$ cat src/design/dfs_topological_sort_unit_macros.svh
// assertion macros for the dfs topological sort unit
// used by the top level only, no other dependencies
`ifndef DFS_TOPOLOGICAL_SORT_UNIT_MACROS_SVH
`define DFS_TOPOLOGICAL_SORT_UNIT_MACROS_SVH
`ifndef SYNTH
`define DFS_ASSERT_NEVER(label, clk, rst_n, cond) \
  label: assert property (@(posedge clk) disable iff (!rst_n) !(cond)) \
    else $error("assertion failed");
`define DFS_ASSERT_IMPL(label, clk, rst_n, pre, post) \
  label: assert property (@(posedge clk) disable iff (!rst_n) (pre) |-> (post)) \
    else $error("assertion failed");
`define DFS_ASSERT_NEXT(label, clk, rst_n, pre, post) \
  label: assert property (@(posedge clk) disable iff (!rst_n) (pre) |=> (post)) \
    else $error("assertion failed");
`else
`define DFS_ASSERT_NEVER(label, clk, rst_n, cond)
`define DFS_ASSERT_IMPL(label, clk, rst_n, pre, post)
`define DFS_ASSERT_NEXT(label, clk, rst_n, pre, post)
`endif
`endif

$ cat src/design/dfs_pkg.sv
// shared types, codes and defaults of the dfs topological sort unit
// no dependencies
package dfs_pkg;

  localparam int MAX_VERTICES_DEF = 64;
  localparam int MAX_EDGES_DEF    = 2048;
  localparam logic [6:0] VCNT_RESET = 7'd64;

  localparam logic OP_ADD  = 1'b0;
  localparam logic OP_SORT = 1'b1;

  localparam logic [2:0] ST_OK    = 3'd0;
  localparam logic [2:0] ST_BADV  = 3'd1;
  localparam logic [2:0] ST_FULL  = 3'd2;
  localparam logic [2:0] ST_CYCLE = 3'd3;
  localparam logic [2:0] ST_INERR = 3'd4;

  typedef struct packed {
    logic       opcode;
    logic [6:0] edge_from;
    logic [6:0] edge_to;
  } in_word_t;

  typedef struct packed {
    logic [2:0] status;
    logic [6:0] vertex;
    logic       last;
  } out_word_t;

  typedef struct packed {
    logic accept_in;
    logic start_root;
    logic next_root;
    logic scan_read;
    logic push_tgt;
    logic finish;
    logic pop_load;
    logic emit_read;
    logic emit_load;
    logic cycle_load;
  } cmd_t;

  typedef struct packed {
    logic load_ok;
    logic in_sort;
    logic in_err;
    logic root_done;
    logic root_visited;
    logic pos_zero;
    logic hit;
    logic tgt_white;
    logic tgt_gray;
    logic depth_one;
    logic emit_last;
  } stat_t;

endpackage

$ cat src/design/dfs_ctrl.sv
// sequencer of the dfs topological sort unit
// depends on dfs_pkg for command and status structs
module dfs_ctrl (
  input  logic          clk,
  input  logic          rst_n,
  input  logic          in_valid,
  output logic          in_stall,
  input  dfs_pkg::stat_t stat,
  output dfs_pkg::cmd_t  cmd
);

  localparam logic [2:0] S_IDLE    = 3'd0;
  localparam logic [2:0] S_ROOT    = 3'd1;
  localparam logic [2:0] S_SCANRD  = 3'd2;
  localparam logic [2:0] S_SCANCHK = 3'd3;
  localparam logic [2:0] S_POPWAIT = 3'd4;
  localparam logic [2:0] S_EMITRD  = 3'd5;
  localparam logic [2:0] S_EMITLD  = 3'd6;
  localparam logic [2:0] S_CYCLE   = 3'd7;

  logic [2:0] state_r, state_nxt;
  logic       accept;

  assign in_stall = !((state_r == S_IDLE) && stat.load_ok);
  assign accept   = in_valid && !in_stall;

  always_comb begin
    cmd       = '0;
    state_nxt = state_r;
    unique case (state_r)
      S_IDLE: begin
        if (accept) begin
          cmd.accept_in = 1'b1;
          if (stat.in_sort && !stat.in_err) state_nxt = S_ROOT;
        end
      end
      S_ROOT: begin
        if (stat.root_done) begin
          state_nxt = S_EMITRD;
        end else if (stat.root_visited) begin
          cmd.next_root = 1'b1;
        end else begin
          cmd.start_root = 1'b1;
          state_nxt = S_SCANRD;
        end
      end
      S_SCANRD: begin
        if (stat.pos_zero) begin
          cmd.finish = 1'b1;
          state_nxt = stat.depth_one ? S_ROOT : S_POPWAIT;
        end else begin
          cmd.scan_read = 1'b1;
          state_nxt = S_SCANCHK;
        end
      end
      S_SCANCHK: begin
        state_nxt = S_SCANRD;
        if (stat.hit && stat.tgt_white) cmd.push_tgt = 1'b1;
        else if (stat.hit && stat.tgt_gray) state_nxt = S_CYCLE;
      end
      S_POPWAIT: begin
        cmd.pop_load = 1'b1;
        state_nxt = S_SCANRD;
      end
      S_EMITRD: begin
        cmd.emit_read = 1'b1;
        state_nxt = S_EMITLD;
      end
      S_EMITLD: begin
        if (stat.load_ok) begin
          cmd.emit_load = 1'b1;
          state_nxt = stat.emit_last ? S_IDLE : S_EMITRD;
        end
      end
      S_CYCLE: begin
        if (stat.load_ok) begin
          cmd.cycle_load = 1'b1;
          state_nxt = S_IDLE;
        end
      end
      default: state_nxt = S_IDLE;
    endcase
  end

  always_ff @(posedge clk) begin
    if (!rst_n) begin
      state_r <= S_IDLE;
    end else begin
      state_r <= state_nxt;
    end
  end

endmodule

$ cat config.mk
export PLATFORM = sky130hd
export DESIGN_NAME = dfs_ctrl
export DESIGN_NICKNAME = d
export VERILOG_FILES = /design/src/design/dfs_topological_sort_unit_macros.svh /design/src/design/dfs_pkg.sv /design/src/design/dfs_ctrl.sv
export SDC_FILE = /design/constraint.sdc
export NUM_CORES = 1
export LEC_CHECK = 0
export BUFFER_PORTS_ARGS = -buffer_cell sky130_fd_sc_hd__clkbuf_2
export CAP_MARGIN = 10
export CORE_AREA = 2 2 39 41
export DETAILED_ROUTE_END_ITERATION = 16
export DIE_AREA = 0 0 41 43
export GPL_TIMING_DRIVEN = 0
export PLACE_DENSITY_LB_ADDON = 0.12
export SLEW_MARGIN = 15
export SYNTH_ARGS = -nofsm -noshare
export SYNTH_HDL_FRONTEND = slang
export SYNTH_SLANG_ARGS = --single-unit
$ cat constraint.sdc
create_clock -name clk -period 1.3 [get_ports clk]
set_input_delay 0.13 -clock clk [delete_from_list [all_inputs] [get_ports clk]]
set_output_delay 0.13 -clock clk [all_outputs]
set_load 0.03 [all_outputs]
---- After elaboration in Yosys (flattened, before gate mapping) ----
Index checks and enable logic that the tools add are counted.
word-level totals
  logic and storage cells ................. 51
  flip-flop bits (word level) ............. 3
  input bits .............................. 14
  output and inout port bits .............. 11
operators by class
  reduce and logical (&&, ||, !) cells .... 9
  equal/unequal tests ..................... 12
  muxes and demuxes ....................... 29
operators by type and width
  operator                                                                 number
  3-bit two-way mux                                                        11
  3-bit one-hot mux with 8 select lines                                    1
  1-bit two-way mux                                                        15
  3-bit == test, second input constant                                     4
  3-bit by 2-bit == test with 1-bit output, second input constant          2
  2-bit inequality test, second input constant                             3
  1-bit logical AND                                                        5
  5-bit AND reduction                                                      1
  2-bit two-way mux                                                        2
  3-bit by 1-bit == test with 1-bit output, second input constant          1
  3-bit logical NOT                                                        1
  3-bit inequality test, second input constant                             1
  1-bit logical NOT                                                        2
  2-bit by 1-bit inequality test with 1-bit output, second input constant  1

---- Longest topological paths before layout ----
  depth in word-level cells ............... 5
  mapped depth ............................ 5
  gate-level depth less buffers ........... 4

---- Least setup slack after synthesis ----
Ideal clock, no wire load.
  path kind ............................... register to output
  from .................................... register state_r[2]
  to ...................................... output cmd[6] (netlist name)
  arrival ................................. 1.480 ns
  path buffers ............................ 1
  cell stages (with the launch flop) ...... 3
  slack ................................... -0.310 ns
  cells stage by stage .................... dfxtp_1 -> buf_2 -> nor4_1
RTL lines
  element                   line            text
  start: declaration        dfs_ctrl.sv:21  logic [2:0] state_r, state_nxt;
  start signal: assignment  dfs_ctrl.sv:89  state_r <= state_nxt;
  end: declaration          dfs_ctrl.sv:9   output dfs_pkg::cmd_t cmd

==> run metrics <==
run status=finished with violations; violated checks=setup timing; peak supply drop=0.285 mV; cell type with the highest aggregate area in the netlist=dfxtp_1; classification of the worst setup path=reg -> out; DIE AREA=1760 sq um; via count of the first global-routing pass=379; YS warnings=0; DP Wirelength=780 um; combined global-route utilization of all metal layers=12.1%; number of antenna diodes=0; number of buffers inserted by port buffering=24; drt total wl=1050 um; category of the worst setup path launch point=register; worst relative slew slack=81.1%; count of fill cells added during filler insertion=144; Setup-failing EPs final=4; top cells by area in the synthesized netlist=dfxtp_1 18%, nor2_1 9.0%, nor4b_4 7.1%; Routed wire per std cell=11.2 um; number of flip-flops and latches in the synthesized netlist=3; global-route wire length before repair=1500 um; placed instance count=86; Core Area=1380 sq um; final net count=93; area fraction of the dominant cell type after synthesis=18.0%; endpoint required time on the critical path=1170 ps; initial standard-cell utilization of the core=24.1%; largest stage delay on the critical path=350 ps; maximum fanout along the worst path=7; Root Buffer Master=clkbuf_4; highest achievable clock rate=0.733 GHz; length of the first detailed-routing pass in iterations=4; growth of design area from synthesis to finish=99.3%; number of DRC markers after the initial detailed-route iteration=15; buffers from clock root to sink, at most=2; nature of the critical path endpoint=output port; static leakage=0.000321 uW; Final Hold Violating Endpoints=0; remaining antenna violation count after routing=0; number of instances in the synthesized netlist=46; final worst-path cycle share=105%; CTS clock-pin slew for the worst setup and hold paths=40 ps; critical path's slowest cell=dfxtp_4; power per cell area=827 nW/um^2; number of core rows=14; H-tree depth=1; class of the most critical hold timing path=in -> reg; top-level I/O count=25; largest registers=state_r x3; flip-flop count of the largest register, all copies and words added=3; width of the chip=41 um; Post-Synthesis Mean Instance Area=7.26 sq um; fraction of final layout cells with drive strength greater than 1=60.3%; RSZ-0062 raised after global routing=yes; CTS tree=built; maximum clock skew at final layout=2.73 ps; area taken by multi-input logic gates=317 sq um; Min-Delay Path Depth=2; later-pin clock latency in the skew report=230 ps; max capacitance violation total=0; total negative slack for setup checks=-146 ps; register area share after synthesis=18.0%; number of buffers added by the clock tree synthesis step=3; setup slack after layout=-63.5 ps; number of sinks handled by clock tree synthesis=3; Die Y=43 um; largest net degree at the start of global routing=11; detailed-route via count=457; total standard cell area after synthesis=334 sq um; filler-free cell count of the finished design=94; overflow left after global routing=0; Net Count, Synth=60; Placer Congestion=0.788; initial antenna violation count=0; slew at the pin closest to its max-slew limit=283 ps; Remaining DRCs=0; register with the most flip-flops=state_r; final worst path period need=1360 ps; length in cells of the worst reg-to-reg path=4; Distinct cells, synth=23; area taken by flip-flops and latches=68.8 sq um; critical-path cell list=buf_8, nor2_4, nand3_4, nor2_4, buf_8; detail-routed via count per cell=4.86; max-slew violation count=0; Arrival @ worst endpoint=1230 ps
[final timing paths]
kind,startpoint,to,slack (ps)
setup / recovery,state_r[2],cmd[9],-60
hold / removal,rst_n,state_r[1],150
setup reg to reg,state_r[0],state_r[2],140
hold reg to reg,state_r[0],state_r[0],650
[power breakdown]
part	leakage, uW	internal [uW]	switching (uW)
sequential	0.0000264	104	19.1
clock	0.0000150	115	46.7
combinational	0.000279	130	136
total	0.000321	349	202
[cells in the final DEF (no fill, tap or decap)]
cell type,instances
clkbuf_2,17
nor2_1,6
o21ai_0,4
clkbuf_4,4
buf_8,3
buf_4,3
buf_6,3
nand2_1,2
inv_1,2
nor2_4,2
and4_1,2
and3_1,2
nor3_1,2
nor3_2,2
and3b_1,2
clkbuf_8,2
dfxtp_4,2
buf_2,1
nand2b_1,1
nor4_4,1
nand2b_4,1
nor4b_4,1
nand3_4,1
nor2b_4,1
and3_4,1
nand3_1,1
o211a_1,1
nor2b_1,1
nand4b_1,1
a21oi_1,1
a21oi_2,1
a22oi_1,1
a21boi_1,1
clkbuf_1,1
dfxtp_2,1
[layer usage]
metal  global-route usage (%)  vias up  routed length [um]
li1                         -      232                   -
met1                     17.6      206                 494
met2                     16.9       19                 488
met3                     1.57        0                  68
met4                     6.00        0                   0
met5                        0        -                   0
[layout make-up]
cell class	count	share of cell area [%]
plain buffers	2	3.01
clock buffers	4	3.95
inverters	2	1.13
multi-input cells	39	47.6
flip-flops and latches	3	10.3
well taps	16	3.01
repair buffers	28	31.0
[worst max-delay path, delay by kind of cell, from the launching register on]
kind	cells	cell delay, ps
flops	1	350
simple gates	3	380
buf+inv	2	260
[cell usage after synthesis]
cell / n
nor2_1: 8
o21ai_0: 4
and3_1: 3
dfxtp_1: 3
and3b_1: 2
and4_1: 2
buf_2: 2
inv_1: 2
nand2_1: 2
nand3_1: 2
nor2b_1: 2
nor3_1: 2
nor3_2: 2
a21boi_1: 1
a21oi_1: 1
a21oi_2: 1
a22oi_1: 1
nand2b_1: 1
nand2b_2: 1
nand4b_1: 1
nor4_1: 1
nor4b_4: 1
o211a_1: 1
[stage by stage]
step	total power, uW	util (%)	hold slack [ps]	cell area (sq um)	worst slack, ps
finish	551	48.1	153	666	-63.5
global route	579	48.1	155	666	-112
CTS	529	45.3	146	627	-67.1
detailed placement	306	35.9	392	497	77.1
global placement	307	35.9	396	497	75.6
floorplan	245	-	263	357	5.60
[cells by family (layout without fill, tap and decap cells)]
kind of cell	count (synthesis)	count (layout)	share of synthesized area (%)
compound gates	9	9	17.6
simple gates	30	30	59.2
flops	3	3	18.0
buf+inv	4	36	5.24
[timing repair]
action | in CTS | in global routing
hold buffers | 0 | 0
pin swaps | 5 | 4
resized for setup | 22 | 11
buffers inserted | 3 | 1
setup endpoints to repair | 9 | 10
Power figures use the tool's default switching activity.
